## src/sv/dwflm_pkg.sv

```systemverilog
`default_nettype none
package dwflm_pkg;

  // dictionary shape
  localparam int PAT_COUNT   = 18;
  localparam int PAT_LEN_MAX = 5;
  localparam int HIST_DEPTH  = PAT_LEN_MAX - 1;

  typedef logic [7:0] byte_t;
  typedef logic [3:0] digit_t;
  typedef byte_t pat_text_t [PAT_LEN_MAX];

  // pattern text, last character first, unused tail is zero
  localparam pat_text_t PAT_REV [PAT_COUNT] = '{
    '{"1", 8'h00, 8'h00, 8'h00, 8'h00},
    '{"2", 8'h00, 8'h00, 8'h00, 8'h00},
    '{"3", 8'h00, 8'h00, 8'h00, 8'h00},
    '{"4", 8'h00, 8'h00, 8'h00, 8'h00},
    '{"5", 8'h00, 8'h00, 8'h00, 8'h00},
    '{"6", 8'h00, 8'h00, 8'h00, 8'h00},
    '{"7", 8'h00, 8'h00, 8'h00, 8'h00},
    '{"8", 8'h00, 8'h00, 8'h00, 8'h00},
    '{"9", 8'h00, 8'h00, 8'h00, 8'h00},
    '{"e", "n", "o", 8'h00, 8'h00},
    '{"o", "w", "t", 8'h00, 8'h00},
    '{"e", "e", "r", "h", "t"},
    '{"r", "u", "o", "f", 8'h00},
    '{"e", "v", "i", "f", 8'h00},
    '{"x", "i", "s", 8'h00, 8'h00},
    '{"n", "e", "v", "e", "s"},
    '{"t", "h", "g", "i", "e"},
    '{"e", "n", "i", "n", 8'h00}
  };

  localparam int PAT_LEN [PAT_COUNT] = '{
    1, 1, 1, 1, 1, 1, 1, 1, 1, 3, 3, 5, 4, 4, 3, 5, 5, 4
  };

  localparam digit_t PAT_VAL [PAT_COUNT] = '{
    4'd1, 4'd2, 4'd3, 4'd4, 4'd5, 4'd6, 4'd7, 4'd8, 4'd9,
    4'd1, 4'd2, 4'd3, 4'd4, 4'd5, 4'd6, 4'd7, 4'd8, 4'd9
  };

  // control handed from the top level to every history cell
  typedef struct packed {
    logic shift;
    logic clear;
  } dwflm_ctl_t;

  // one result word
  typedef struct packed {
    digit_t     first_digit;
    digit_t     last_digit;
    logic [6:0] line_value;
    logic       found;
  } dwflm_res_t;

endpackage
`default_nettype wire

```

## src/sv/dwflm_cell.sv

```systemverilog
`default_nettype none
module dwflm_cell (
  input  wire                   clk,
  input  wire                   rst,
  input  dwflm_pkg::dwflm_ctl_t ctl,
  input  wire  [7:0]            d,
  input  wire                   d_valid,
  output logic [7:0]            q,
  output logic                  q_valid
);
  import dwflm_pkg::*;

  // one character of line history, handed on each accepted word
  always_ff @(posedge clk) begin
    if (rst) begin
      q_valid <= 1'b0;
    end else if (ctl.shift) begin
      q_valid <= d_valid & ~ctl.clear;
    end
  end

  always_ff @(posedge clk) begin
    if (ctl.shift) begin
      q <= d;
    end
  end

endmodule
`default_nettype wire

```

## src/sv/dwflm_match.sv

```systemverilog
`default_nettype none
module dwflm_match (
  input  dwflm_pkg::byte_t                       window [dwflm_pkg::PAT_LEN_MAX],
  input  wire  [dwflm_pkg::PAT_LEN_MAX-1:0]      window_valid,
  output dwflm_pkg::digit_t                      hit
);
  import dwflm_pkg::*;

  // compare every pattern against the tail of the line, at most one hits
  always_comb begin
    logic eq;
    hit = '0;
    for (int p = 0; p < PAT_COUNT; p++) begin
      eq = 1'b1;
      for (int k = 0; k < PAT_LEN_MAX; k++) begin
        if (k < PAT_LEN[p]) begin
          eq = eq & window_valid[k] & (window[k] == PAT_REV[p][k]);
        end
      end
      if (eq) begin
        hit = hit | PAT_VAL[p];
      end
    end
  end

endmodule
`default_nettype wire

```

## src/sv/digit_word_first_last_matcher.sv

```systemverilog
`default_nettype none
// Finds the first and last digit of a text line, where a digit is either
// "1".."9" or one of the words "one".."nine", overlaps allowed. One byte is
// taken per cycle unless in_stall is set, and is compared in the same cycle
// against a chain of four history cells holding the previous bytes of the
// line, and the cells shift by one on every accepted word. A word with
// line_end set produces one result word, registered into a two-entry
// output buffer (first_digit, last_digit, line_value = 10*first+last,
// found; all zero if nothing matched), and the history is emptied for the
// next line. Input stalls only while two results wait in that buffer.
module digit_word_first_last_matcher (
  input  wire        clk,
  input  wire        rst,
  input  wire        in_valid,
  output logic       in_stall,
  input  wire  [7:0] symbol,
  input  wire        line_end,
  output logic       out_valid,
  input  wire        out_stall,
  output logic [3:0] first_digit,
  output logic [3:0] last_digit,
  output logic [6:0] line_value,
  output logic       found
);
  import dwflm_pkg::*;

  dwflm_ctl_t ctl;
  byte_t      hist [HIST_DEPTH];
  logic [HIST_DEPTH-1:0] hist_valid;
  byte_t      window [PAT_LEN_MAX];
  logic [PAT_LEN_MAX-1:0] window_valid;
  digit_t     hit;
  digit_t     first_seen, first_seen_next;
  digit_t     latest_seen, latest_seen_next;
  dwflm_res_t res_new;
  dwflm_res_t res_out, res_skid;
  logic       skid_valid;
  logic       accept, push, out_take;

  // handshake
  assign accept   = in_valid & ~in_stall;
  assign push     = accept & line_end;
  assign out_take = out_valid & ~out_stall;
  assign in_stall = skid_valid;

  assign ctl.shift = accept;
  assign ctl.clear = line_end;

  // history chain, newest byte in cell zero
  for (genvar i = 0; i < HIST_DEPTH; i++) begin : g_cell
    if (i == 0) begin : g_head
      dwflm_cell u_cell (
        .clk     (clk),
        .rst     (rst),
        .ctl     (ctl),
        .d       (symbol),
        .d_valid (1'b1),
        .q       (hist[i]),
        .q_valid (hist_valid[i])
      );
    end else begin : g_body
      dwflm_cell u_cell (
        .clk     (clk),
        .rst     (rst),
        .ctl     (ctl),
        .d       (hist[i-1]),
        .d_valid (hist_valid[i-1]),
        .q       (hist[i]),
        .q_valid (hist_valid[i])
      );
    end
  end

  // match window: incoming byte plus history
  always_comb begin
    window[0] = symbol;
    for (int k = 1; k < PAT_LEN_MAX; k++) begin
      window[k] = hist[k-1];
    end
  end
  assign window_valid = {hist_valid, 1'b1};

  dwflm_match u_match (
    .window       (window),
    .window_valid (window_valid),
    .hit          (hit)
  );

  // first and latest match of the line
  always_comb begin
    first_seen_next  = first_seen;
    latest_seen_next = latest_seen;
    if (hit != '0) begin
      if (first_seen == '0) begin
        first_seen_next = hit;
      end
      latest_seen_next = hit;
    end
  end

  always_ff @(posedge clk) begin
    if (rst) begin
      first_seen  <= '0;
      latest_seen <= '0;
    end else if (accept) begin
      if (line_end) begin
        first_seen  <= '0;
        latest_seen <= '0;
      end else begin
        first_seen  <= first_seen_next;
        latest_seen <= latest_seen_next;
      end
    end
  end

  // result word, ten times first by shift and add
  always_comb begin
    res_new.first_digit = first_seen_next;
    res_new.last_digit  = latest_seen_next;
    res_new.line_value  = {first_seen_next, 3'b000} + {2'b00, first_seen_next, 1'b0}
                        + {3'b000, latest_seen_next};
    res_new.found       = first_seen_next != '0;
  end

  // two-entry output buffer
  always_ff @(posedge clk) begin
    if (rst) begin
      out_valid  <= 1'b0;
      skid_valid <= 1'b0;
    end else if (skid_valid) begin
      if (out_take) begin
        skid_valid <= 1'b0;
      end
    end else if (push) begin
      if (out_valid & ~out_take) begin
        skid_valid <= 1'b1;
      end else begin
        out_valid <= 1'b1;
      end
    end else if (out_take) begin
      out_valid <= 1'b0;
    end
  end

  always_ff @(posedge clk) begin
    if (skid_valid) begin
      if (out_take) begin
        res_out <= res_skid;
      end
    end else if (push) begin
      if (out_valid & ~out_take) begin
        res_skid <= res_new;
      end else begin
        res_out <= res_new;
      end
    end
  end

  assign first_digit = res_out.first_digit;
  assign last_digit  = res_out.last_digit;
  assign line_value  = res_out.line_value;
  assign found       = res_out.found;

endmodule
`default_nettype wire

```

## config.mk

```make
export PLATFORM = sky130hd
export DESIGN_NAME = digit_word_first_last_matcher
export DESIGN_NICKNAME = d
export VERILOG_FILES = /design/src/sv/dwflm_pkg.sv /design/src/sv/dwflm_cell.sv /design/src/sv/dwflm_match.sv /design/src/sv/digit_word_first_last_matcher.sv
export SDC_FILE = /design/constraint.sdc
export NUM_CORES = 1
export LEC_CHECK = 0
export ABC_AREA = 1
export BUFFER_PORTS_ARGS = -buffer_cell sky130_fd_sc_hd__buf_2
export CAP_MARGIN = 20
export CORE_MARGIN = 1
export CORE_UTILIZATION = 50
export CTS_BUF_LIST = sky130_fd_sc_hd__clkbuf_4 sky130_fd_sc_hd__clkbuf_8
export DETAILED_ROUTE_END_ITERATION = 16
export PLACE_DENSITY_LB_ADDON = 0.3
export SLEW_MARGIN = 5
export SYNTH_ARGS = -nofsm -noshare
export SYNTH_HDL_FRONTEND = slang
export SYNTH_SLANG_ARGS = --single-unit
```

## constraint.sdc

```tcl
create_clock -name clk -period 6.6 [get_ports clk]
set_clock_uncertainty 0.15 [all_clocks]
set_input_delay 0.33 -clock clk [delete_from_list [all_inputs] [get_ports clk]]
set_output_delay 0.33 -clock clk [all_outputs]
set_load 0.02 [all_outputs]
```

---- Yosys cells after proc, flatten, opt, wreduce, memory -nomap -nowiden ----
Index checks and enable logic that the tools add are counted.
word-level totals
  bits of input ports ..................... 13
  word-level logic and storage cells ...... 164
  register bits ........................... 78
  output and inout port bits .............. 18
operators by class
  reductions and logical operators ........ 8
  eq/ne operators ......................... 40
  add/sub/neg operators ................... 2
  multiplexer cells ....................... 34
  bitwise logic cells ..................... 60
operator list
  cell                                            number
  == test 8 x 7 -> 1 bit (second input constant)  28
  == test 8 x 6 -> 1 bit (second input constant)  9
  two-way mux 16 bit                              4
  AND 1 bit                                       56
  two-way mux 4 bit                               9
  two-way mux 3 bit                               8
  two-way mux 1 bit                               9
  AND reduction 3 bit                             3
  two-way mux 2 bit                               4
  nonzero test 4 bit                              2
  adder 7 x 4 -> 7 bit                            1
  adder 7 x 5 -> 7 bit                            1
  zero test 4 bit                                 1
  != test 2 bit (second input constant)           2
  NOT 1 bit                                       4
  nonzero test 2 bit                              2
  != test 2 x 1 -> 1 bit (second input constant)  1

---- Logic depth before layout (Yosys ltp) ----
Gate-level depths: netlist of the first run.
  word-level depth ........................ 26
  depth in mapped cells ................... 23

---- Hierarchy ----
Synthesis of the first run repeated with hierarchy kept, for this count alone.
second synthesis, totals
  cell total of the unflattened synthesis .. 456
  area, all modules ....................... 3936.3 sq um
modules (own cells, without submodules)
  module                         area an instance (sq um)  cells an instance  times used  sequential area each (sq um)
  digit_word_first_last_matcher  1916.8                    188                1           1101.1
  dwflm_cell                     284.0                     14                 4           260.2
  dwflm_match                    883.3                     212                1           0.0

---- Worst setup path after synthesis of the first run ----
OpenSTA, ideal clock, no wires.
  path kind ............................... reg2reg
  start point ............................. register g_cell[2].g_body.u_cell.q[7]
  end point ............................... register res_out, in the netlist line_value[6] (data pin)
  cell stages (with the launch flop) ...... 20
  period minus slack after synthesis ...... 3210 ps
  path buffers ............................ 0
  path slack .............................. 3390 ps
  data arrival time ....................... 2807 ps
  required time ........................... 6198 ps
  cells stage by stage .................... edfxtp_1 > inv_1 > nand2_1 > nor2_2 > nand2_1 > nor2_1 > nand3_2 > nand2_2 > inv_2 > nand3_2 > nand2_2 > nand2_4 > inv_2 > fa_1 > fa_1 > o21ai_0 > a21oi_1 > xnor2_1 > nand2_1 > nand2_1
RTL lines
  item                    line                                  RTL
  from (decl)             dwflm_cell.sv:8                       output logic [7:0] q,
  from (signal assigned)  dwflm_cell.sv:24                      q <= d;
  to (signal assigned)    digit_word_first_last_matcher.sv:148  res_out <= res_skid;
  to (signal assigned)    digit_word_first_last_matcher.sv:154  res_out <= res_new;
  to (decl)               digit_word_first_last_matcher.sv:36   dwflm_res_t res_out, res_skid;

==> results of run 1 <==
layout by cell type (no fill, tap or decap), drive strengths merged:
cell type and instances:
nor2 82, a21oi 11, o21ai 13, xnor2 2, inv 67, nand2 122, nand3 22, nand3b 4
dfxtp 14, nand4 4, xor2 1, fa 2, clkbuf 9, nor4 1, nor3 3, buf 33
edfxtp 62, ha 7, a211oi 3, clkinv 1, bufinv 2, a31oi 3
final timing paths:
path                                     start                            to  slack [ns]  cells after the start
setup / recovery  g_cell[1].g_body.u_cell.q[3]                 line_value[6]        2.98                     20
hold / removal                       symbol[7]  g_cell[0].g_head.u_cell.q[7]        0.03                      1
setup reg to reg  g_cell[1].g_body.u_cell.q[3]                 line_value[6]        2.98                     20
hold reg to reg   g_cell[2].g_body.u_cell.q[4]  g_cell[3].g_body.u_cell.q[4]        0.30                      0
layout make-up:
class	count	area [sq um]	share of cell area, %
clock buffer	9	124	2.86
clock inverter	7	104	2.40
inverter	63	236	5.47
multi-input combinational	280	1420	32.9
sequential	76	2140	49.5
tap	99	124	2.86
timing repair buffer	33	173	3.99
power by group through the flow:
stage | Sequential (mW) | Combinational (mW) | Clock [mW]
after floorplan | 0.563 | 0.0353 | 0
after global placement | 0.560 | 0.0586 | 0
after detailed placement | 0.561 | 0.0607 | 0
after CTS | 0.550 | 0.0610 | 0.414
after global routing | 0.552 | 0.0694 | 0.431
final | 0.550 | 0.0608 | 0.408
cell usage after synthesis, drive strengths merged, types with 3 or more instances:
| cell type | n |
|---|---|
| o21ai | 13 |
| nand4 | 4 |
| nor2 | 82 |
| nor3 | 3 |
| a21oi | 11 |
| a31oi | 3 |
| inv | 63 |
| edfxtp | 62 |
| clkbuf | 4 |
| nand3b | 4 |
| dfxtp | 14 |
| nand3 | 22 |
| ha | 7 |
| a211oi | 3 |
| nand2 | 122 |
worst max-delay path, delay by kind of cell, from the launching register on:
kind / cells / cell delay [ns]
buffers and inverters: 3 / 0.24
xor gates and xnor gates: 1 / 0.14
DFF: 1 / 0.51
adders and majority gates: 2 / 0.95
AOI/OAI and AO/OA: 2 / 0.27
and+or+nand+nor: 12 / 1.12
sequential cells by signal, summed over array words and instances, names as in the netlist, 3 cells and up:
signal	cells
last_digit	4
first_seen	4
g_cell.g_body.u_cell.q	24
g_cell.g_body.u_cell.q_valid	3
first_digit	4
line_value	6
g_cell.g_head.u_cell.q	8
latest_seen	4
res_skid	15
layer usage:
| layer | up-vias | part of all wire (%) | track usage (%) |
|---|---|---|---|
| met5 | - | 0 | 0 |
| met4 | 0 | 1.9 | 7.79 |
| li1 | 1447 | - | - |
| met1 | 1280 | 49 | 30.6 |
| met2 | 70 | 44 | 33.7 |
| met3 | 11 | 5.2 | 4.16 |
kinds of logic after synthesis:
| group | count (synthesis) | synth area share (%) |
|---|---|---|
| XOR/XNOR | 3 | 0.686 |
| AND/OR/NAND/NOR | 238 | 28.1 |
| AO/OA/AOI/OAI | 30 | 5.03 |
| adder cells (fa/ha/maj) | 9 | 3.33 |
| flip-flops | 76 | 55.9 |
| buffers and inverters | 69 | 6.89 |
==> metrics, run 1 <==
outcome=completed; GRT Total Usage=21.7%; #FFs+latches synth=76; Core Rows=31; Crit Path Class=register to register; first-pass GRT wire length=12700 microns; Sw Share=24.0%; 1st-iter DRT viols=197; fin area=0.00433 sq mm; VDD IR-drop max=0.115 mV; worst-skew pair later-pin latency=0.36 ns; CTS resizes=0; die area=0.00801 sq mm; final setup violation count=0; RSZ-0062 raised after global routing=no; Worst-Margin Slew=0.700 ns; Placer Congestion=0.889; max_slew headroom=53.2%; worst-case clock buffer depth=2; synth unique cells=32; Starting Density=52.2%; Crit path largest cell delay=0.51 ns; TritonCTS clock tree=yes; DR DRC count=0; WHS=0.0251 ns; LEAKAGE=1.82 nW; number of synthesized flops with an enable pin=62; min Tclk post-route=3.62 ns; CTS Root Cell=clkbuf_8; Slew Viols, Final=0; Int Pwr=774 uW; layout cell share with drive strength beyond 1=19.0%; sequential power share=54.0%; clock share of power=40.1%; dpl ws=2.98 ns; Worst Path Max Fanout=5; P_sw=245 uW; final hold violations=0; max cap viols=0; IO Port Bufs=30; Total Wirelength=7570 microns; core footprint=0.00733 sq mm; async set or reset register ratio after synthesis=0%; Final WS setup=2.98 ns; Reg clk slew, reported paths=0.10 ns; total grt overflow=0; die width=89.5 microns; drt wl/cell=13.4 microns; I/O pin count=31; Setup TNS=0 ns; placed cells=551; HPWL after detailed placement=5550 microns; CTS Sinks=76; cell chain of the critical path=inv_1 -> nand2_1 -> nor2_1 -> nand2_1 -> nor2_1 -> nand3_2 -> nand2_2 -> inv_2 -> nand3_2 -> nor2_4 -> nand3_2 -> nand2_2 -> inv_1 -> fa_1 -> fa_1 -> o21ai_0 -> a21oi_1 -> xnor2_1 -> nand2_1 -> nand2_1; Top FF cell, synth=edfxtp_1; via count of the first global-routing pass=2710; via density per instance=4.95; initial antenna violation count=0; area grow syn2layout=13.0%; Nets=485; Antenna Cells=0; Total Power=1.02 mW; combinational power share=6.0%; Synth area leader=edfxtp_1; Fill cells=626; Hold Path Class=input port to register; Critical Path End Type=register; CTS H-tree lvls=3; Num CTS Buffers=9; share of the clock period used by the worst path=54.9%; Die H=89.5 microns; Max stage delay cell, worst path=edfxtp_1; Detail Route Antenna Nets=0; Post-CTS Setup Inserts=0; crit start category=register; Worst EP required=6.58 ns; Post-CTS Hold Fix Bufs=0; syn nets=447; register area share after synthesis=55.9%; Critical Path AT=3.60 ns; synthesized area per cell=9.01 sq um; post-layout util=59.0%; Fmax achieved=0.276 GHz; 1st-pass router iterations=4; synth warn=0; area share of the largest cell type after synthesis=48.6%; total number of vias=2808; critical path's most frequent cell=nand2_1; pin count of the biggest net entering global routing=35; Placed Area=0.00410 sq mm; Synth Cell Area=0.00383 sq mm; largest cells by area after synthesis=edfxtp_1 49%, nand2_1 11%, dfxtp_1 7.3%; non-filler cells, final=567; Cells after Synth=425; cell area power density=235 mW/mm^2
Power figures use the tool's default switching activity.
==> inputs of run 2 (changes only) <==
==> constraint.sdc (replaced) <==
create_clock -name clk -period 3.2 [get_ports clk]
set_clock_uncertainty 0.15 [all_clocks]
set_input_delay 0.16 -clock clk [delete_from_list [all_inputs] [get_ports clk]]
set_output_delay 0.16 -clock clk [all_outputs]
set_load 0.02 [all_outputs]
==> run 2 against run 1 <==
Fmax is 8.3% higher. Via count is 10% higher. Worst setup slack worse by 3.1 ns. Core utilization is 10 points higher. The run now ends with setup timing left. Critical endpoint unchanged. Critical path type unchanged.
==> metrics, run 2 (same netlist as run 1, synthesis figures left out) <==
outcome=finished, violations left; failing checks=setup timing; core footprint=0.00733 sq mm (unchanged); Nets=547 (+13%); most frequent cells in the layout=104 x nand2_1, 62 x edfxtp_1, 57 x nor2_1, 53 x inv_1, 51 x buf_4; max reg flops=24 (unchanged); CTS Root Cell=clkbuf_8; pin count of the biggest net entering global routing=35 (unchanged); die area=0.00801 sq mm (unchanged); final hold violations=0 (unchanged); final setup violation count=4 (+4); I/O pin count=31 (unchanged); Setup TNS=-0.302 ns (-0.302 ns); FF/Latch Area=0.00214 sq mm (about the same); commonest non-fill, non-tap cell in the layout=nand2_1; post-layout util=69.0% (+10 points); 1st-pass router iterations=5 (+1); Fmax achieved=0.299 GHz (+8.3%); Crit path largest cell delay=0.48 ns (-0.03 ns); share of the clock period used by the worst path=104% (+50 points); 1st-iter DRT viols=157 (-20%); Top Registers=g_cell.g_body.u_cell.q (24), res_skid (15), g_cell.g_head.u_cell.q (8); Detail Route Antenna Nets=0 (unchanged); Hold Path Class=input port to register; area grow syn2layout=32.1%; Crit Path Class=register to register; clock share of power=42.9% (+2.8 points); worst-skew pair later-pin latency=0.36 ns (about the same); placed cells=587 (+6.5%); Slew Viols, Final=0 (unchanged); critical path's most frequent cell=nand2_1; min Tclk post-route=3.34 ns (-0.279 ns); VDD IR-drop max=0.273 mV (+140%); total grt overflow=0 (unchanged); Die H=89.5 microns (unchanged); cell area power density=453 mW/mm^2 (+92%); Core Rows=31 (unchanged); Worst Path Max Fanout=4 (-1); Total Wirelength=8770 microns (+16%); Top reg by flops=g_cell.g_body.u_cell.q; WHS=0.0336 ns (+0.00849 ns); DR DRC count=0 (unchanged); Critical Path End Type=register; drt wl/cell=13.9 microns (+4.3%); Fill cells=548 (-12%); GRT Total Usage=23.7% (+2.0 points); Total Power=2.29 mW (+120%); TritonCTS clock tree=yes; RSZ-0062 raised after global routing=yes; via count of the first global-routing pass=2951 (+8.9%); Critical Path AT=3.32 ns (-0.28 ns); Max stage delay cell, worst path=edfxtp_1; LEAKAGE=2.15 nW (+18%); Num CTS Buffers=9 (unchanged); CTS H-tree lvls=3 (unchanged); die width=89.5 microns (unchanged); cell chain of the critical path=buf_4 -> nand3_1 -> nor2_2 -> nand2_1 -> nor2_1 -> nor2_2 -> nand3_4 -> nor2_4 -> buf_6 -> buf_4 -> nand3_2 -> nand2_2 -> ha_4 -> ha_4 -> inv_2 -> fa_2 -> o21ai_2 -> a21oi_2 -> xnor2_1 -> nand2_1 -> nand2_1; Placer Congestion=0.875 (-1.5%); IO Port Bufs=30 (unchanged); Final WS setup=-0.143 ns (-3.12 ns); non-filler cells, final=629 (+11%); first-pass GRT wire length=13900 microns (+9.1%); max_slew headroom=61.3% (+8.1 points); HPWL after detailed placement=6080 microns (+9.5%); sequential power share=49.4% (-4.6 points); max cap viols=0 (unchanged); Worst-Margin Slew=0.576 ns (-0.124 ns); P_sw=510 uW (+110%); via density per instance=4.93 (-0.52%); initial antenna violation count=0 (unchanged); Reg clk slew, reported paths=0.10 ns (about the same); crit start category=register; layout cell share with drive strength beyond 1=34.2% (+15 points); area of the multi-input gates=0.00161 sq mm (+13%); Worst EP required=3.18 ns (-3.40 ns); CTS Sinks=76 (unchanged); Antenna Cells=0 (unchanged); Starting Density=52.2% (unchanged); worst-case clock buffer depth=2 (unchanged); combinational power share=7.8% (+1.8 points); Sw Share=22.3% (-1.8 points); total number of vias=3099 (+10%); Int Pwr=1.78 mW (+130%)
## run 2: layout make-up
type,count,share of cell area [%]
Sequential cell,76,42.3
Inverter,63,4.67
Tap cell,99,2.45
Clock inverter,7,2.89
Timing Repair Buffer,95,13.4
Clock buffer,9,2.45
Multi-Input combinational cell,280,31.8
## run 2: power groups by stage
stage	logic [mW]	registers [mW]	clock network, mW
after global routing	0.197	1.14	1.03
after CTS	0.166	1.13	0.992
after detailed placement	0.146	1.15	0
final	0.178	1.13	0.983
after global placement	0.142	1.15	0
after floorplan	0.0736	1.16	0
## run 2: critical path, delay by kind of cell, from the launching register on
family / cells / cell delay (ns)
AO/OA/AOI/OAI: 2 / 0.24
XOR/XNOR: 1 / 0.14
adder cells (fa/ha/maj): 3 / 0.65
buffers and inverters: 4 / 0.44
flip-flops: 1 / 0.48
AND/OR/NAND/NOR: 11 / 1.00
## run 2: through the flow
stage | area, sq um | setup slack, ns
final | 5060 | -0.143
after global routing | 5060 | -0.314
after floorplan | 3840 | 0.00448
after detailed placement | 4380 | -0.300
after CTS | 4860 | -0.106
after global placement | 4380 | -0.313
## run 2: path summary, 6_finish.rpt
| path | start | to | slack (ns) | cells after the start |
|---|---|---|---|---|
| worst min register to register | g_cell[2].g_body.u_cell.q[4] | g_cell[3].g_body.u_cell.q[4] | 0.31 | 0 |
| worst max register to register | g_cell[1].g_body.u_cell.q[2] | line_value[6] | -0.14 | 21 |
| worst max-delay path | g_cell[1].g_body.u_cell.q[2] | line_value[6] | -0.14 | 21 |
| worst min-delay path | line_end | g_cell[1].g_body.u_cell.q_valid | 0.03 | 4 |
## run 2: repair_timing
| action | 4_1_cts | 5_1_grt |
|---|---|---|
| pin swaps | 19 | 22 |
| endpoints found under the setup margin | 6 | 8 |
| gates resized for setup | 21 | 35 |
| endpoints found under the hold margin | 16 | 0 |
| hold buffers | 10 | 0 |
| setup buffers | 8 | 8 |
## run 2: routing by layer
layer  share of wire, %  up-vias  global-route usage (%)
met4                1.4        0                    7.36
met2                 47       83                    38.1
met1                 47     1440                    32.7
li1                   -     1565                       -
met5                  0        -                       0
met3                4.1       11                    4.34
==> inputs of run 3 (changes only) <==
--- a/config.mk
+++ b/config.mk
@@ -10,8 +10,9 @@
 export CAP_MARGIN = 20
 export CORE_MARGIN = 1
 export CORE_UTILIZATION = 50
-export CTS_BUF_LIST = sky130_fd_sc_hd__clkbuf_4 sky130_fd_sc_hd__clkbuf_8
+export CTS_BUF_LIST = sky130_fd_sc_hd__clkbuf_8
 export DETAILED_ROUTE_END_ITERATION = 16
+export HOLD_SLACK_MARGIN = 0.12
 export PLACE_DENSITY_LB_ADDON = 0.3
 export SLEW_MARGIN = 5
 export SYNTH_ARGS = -nofsm -noshare
==> constraint.sdc (replaced) <==
create_clock -name clk -period 3.2 [get_ports clk]
set_clock_uncertainty 0.15 [all_clocks]
set_input_delay 0.16 -clock clk [delete_from_list [all_inputs] [get_ports clk]]
set_output_delay 0.16 -clock clk [all_outputs]
set_load 0.01 [all_outputs]
==> run 3 against run 2 <==
The run still ends with setup timing left. Die area did not move. Largest cell class unchanged. Power fell by 0.28%. Largest power group unchanged. Global-route usage barely moved.
==> metrics, run 3 (same netlist as run 1, synthesis figures left out) <==
CTS Root Cell=clkbuf_8; IO Port Bufs=30 (unchanged); Placed Area=0.00438 sq mm (unchanged); CP Depth=21 (unchanged); Slew Viols, Final=0 (unchanged); max_slew headroom=60.9% (-0.41 points); Crit Path Class=register to register; outcome=finished, violations left; total number of vias=3123 (+0.77%); Die H=89.5 microns (unchanged); Total Wirelength=8780 microns (+0.10%); drt wl/cell=13.9 microns (-0.21%); worst-case clock buffer depth=2 (unchanged); pin count of the biggest net entering global routing=35 (unchanged); Worst Reg2Reg Path Length in Cells=21 (unchanged); final setup violation count=4 (unchanged); 1st-iter DRT viols=196 (+25%); CTS Sinks=76 (unchanged); FF-to-FF Start=g_cell[1].g_body.u_cell.q[2]; TritonCTS clock tree=yes; Reg clk slew, reported paths=0.10 ns (about the same); Max stage delay cell, worst path=edfxtp_1; Critical Path AT=3.32 ns (about the same); cell chain of the critical path=buf_4 -> nand3_1 -> nor2_2 -> nand2_1 -> nor2_1 -> nor2_2 -> nand3_4 -> nor2_4 -> buf_6 -> buf_4 -> nand3_2 -> nand2_2 -> ha_4 -> ha_4 -> inv_2 -> fa_2 -> o21ai_2 -> a21oi_2 -> xnor2_1 -> nand2_1 -> nand2_1; I/O pin count=31 (unchanged); crit path buf inv count=4 (unchanged); final hold violations=0 (unchanged); hold path start=in_valid; RSZ-0062 raised after global routing=yes; Crit path largest cell delay=0.48 ns (about the same); via count of the first global-routing pass=2947 (-0.14%); DR DRC count=0 (unchanged); Nets=549 (+0.37%); Antenna Cells=0 (unchanged); min Tclk post-route=3.34 ns (-0.00470 ns); Top Registers=g_cell.g_body.u_cell.q (24), res_skid (15), g_cell.g_head.u_cell.q (8); cell area power density=450 mW/mm^2 (-0.67%); dpl ws=-0.300 ns (unchanged); end of the worst hold path=latest_seen[2]; LEAKAGE=2.16 nW (+0.52%); Placer Congestion=0.875 (unchanged); Worst EP required=3.18 ns (about the same); fin area=0.00508 sq mm (+0.40%); HPWL after detailed placement=6080 microns (unchanged); total grt overflow=0 (unchanged); Critical R2R Capture=line_value[6]; crit start category=register; max reg flops=24 (unchanged); Top delay family on crit path=simple AND/OR/NAND/NOR gates; Worst-Margin Slew=0.582 ns (+0.00603 ns); initial antenna violation count=0 (unchanged); die area=0.00801 sq mm (unchanged); worst hold path stage count=4 (unchanged); Critical Path End Type=register; Worst Path Max Fanout=4 (unchanged); VDD IR-drop max=0.272 mV (-0.47%); commonest non-fill, non-tap cell in the layout=nand2_1; core footprint=0.00733 sq mm (unchanged); share of the clock period used by the worst path=104% (-0.15 points); layout cell share with drive strength beyond 1=34.0% (-0.13 points); Fmax achieved=0.300 GHz (+0.14%); Core Rows=31 (unchanged); max cap viols=0 (unchanged); 1st-pass router iterations=5 (unchanged); worst-skew pair later-pin latency=0.36 ns (about the same); Hold Path Class=input port to register; worst reg-to-reg setup slack=-0.14 ns (about the same); Top reg by flops=g_cell.g_body.u_cell.q; first-pass GRT wire length=13900 microns (about the same); critical path's most frequent cell=nand2_1; via density per instance=4.95 (+0.46%); Num CTS Buffers=9 (unchanged); failing checks=setup timing; die width=89.5 microns (unchanged); Starting Density=52.2% (unchanged); GRT Total Usage=23.7% (about the same); Final WS setup=-0.139 ns (+0.00470 ns); CTS H-tree lvls=3 (unchanged); Detail Route Antenna Nets=0 (unchanged); area grow syn2layout=32.7%; most frequent cells in the layout=104 x nand2_1, 62 x edfxtp_1, 57 x nor2_1, 53 x inv_1, 51 x buf_4
## run 3: timing repair
item	CTS	global route
resized for setup	21	35
endpoints found under the hold margin	17	0
setup buffers	8	8
pin swaps	19	22
endpoints found under the setup margin	6	8
hold buffers	12	0
## run 3: worst max path at each step
| stage | from | end | slack [ns] |
|---|---|---|---|
| 6_report | g_cell[1].g_body.u_cell.q[2] | line_value[6] | -0.14 |
| 5_1_grt | g_cell[1].g_body.u_cell.q[3] | line_value[6] | -0.31 |
| 4_1_cts | g_cell[2].g_body.u_cell.q[7] | line_value[5] | -0.11 |
| 3_5_place_dp | g_cell[0].g_head.u_cell.q[4] | line_value[6] | -0.30 |
| 3_3_place_gp | g_cell[0].g_head.u_cell.q[4] | line_value[6] | -0.31 |
| 2_1_floorplan | g_cell[1].g_body.u_cell.q[3] | line_value[6] | 0.004 |
## run 3: final cells by class
| cell class | instances | area, sq um |
|---|---|---|
| Clock buffer | 9 | 124 |
| Clock inverter | 7 | 146 |
| Fill cell | 546 | 2250 |
| Inverter | 63 | 236 |
| Multi-Input combinational cell | 280 | 1610 |
| Sequential cell | 76 | 2140 |
| Tap cell | 99 | 124 |
| Timing Repair Buffer | 97 | 698 |
## run 3: through the flow
step | instances | power [mW] | hold slack (ns) | util [%] | TNS (ns)
2_1_floorplan | 425 | 1.23 | 0.109 | - | 0
3_3_place_gp | 587 | 1.29 | 0.216 | 59.7 | -1.11
3_5_place_dp | 587 | 1.29 | 0.219 | 59.7 | -1.12
4_1_cts | 623 | 2.28 | 0.227 | 66.6 | -0.221
5_1_grt | 631 | 2.36 | 0.313 | 69.3 | -1.14
6_report | 631 | 2.29 | 0.262 | 69.3 | -0.285
## run 3: per-layer routing
layer  wire length (microns)  track usage [%]  vias up
met2                    4080             37.9       98
met1                    4160             32.8     1444
met4                     121             7.36        0
met5                       0                0        -
met3                     409             4.34       11
li1                        -                -     1570
## run 3: where the power goes
part           internal, mW  switching, mW  total (mW)
clock network         0.602          0.380       0.982
registers              1.11         0.0233        1.13
logic                0.0717          0.100       0.172
total                  1.78          0.503        2.29
## run 3: worst min-delay path, cell delays in order
cell	delay [ns]
buf_2	0.08
nand2_1	0.28
nand2_1	0.14
a21oi_1	0.05
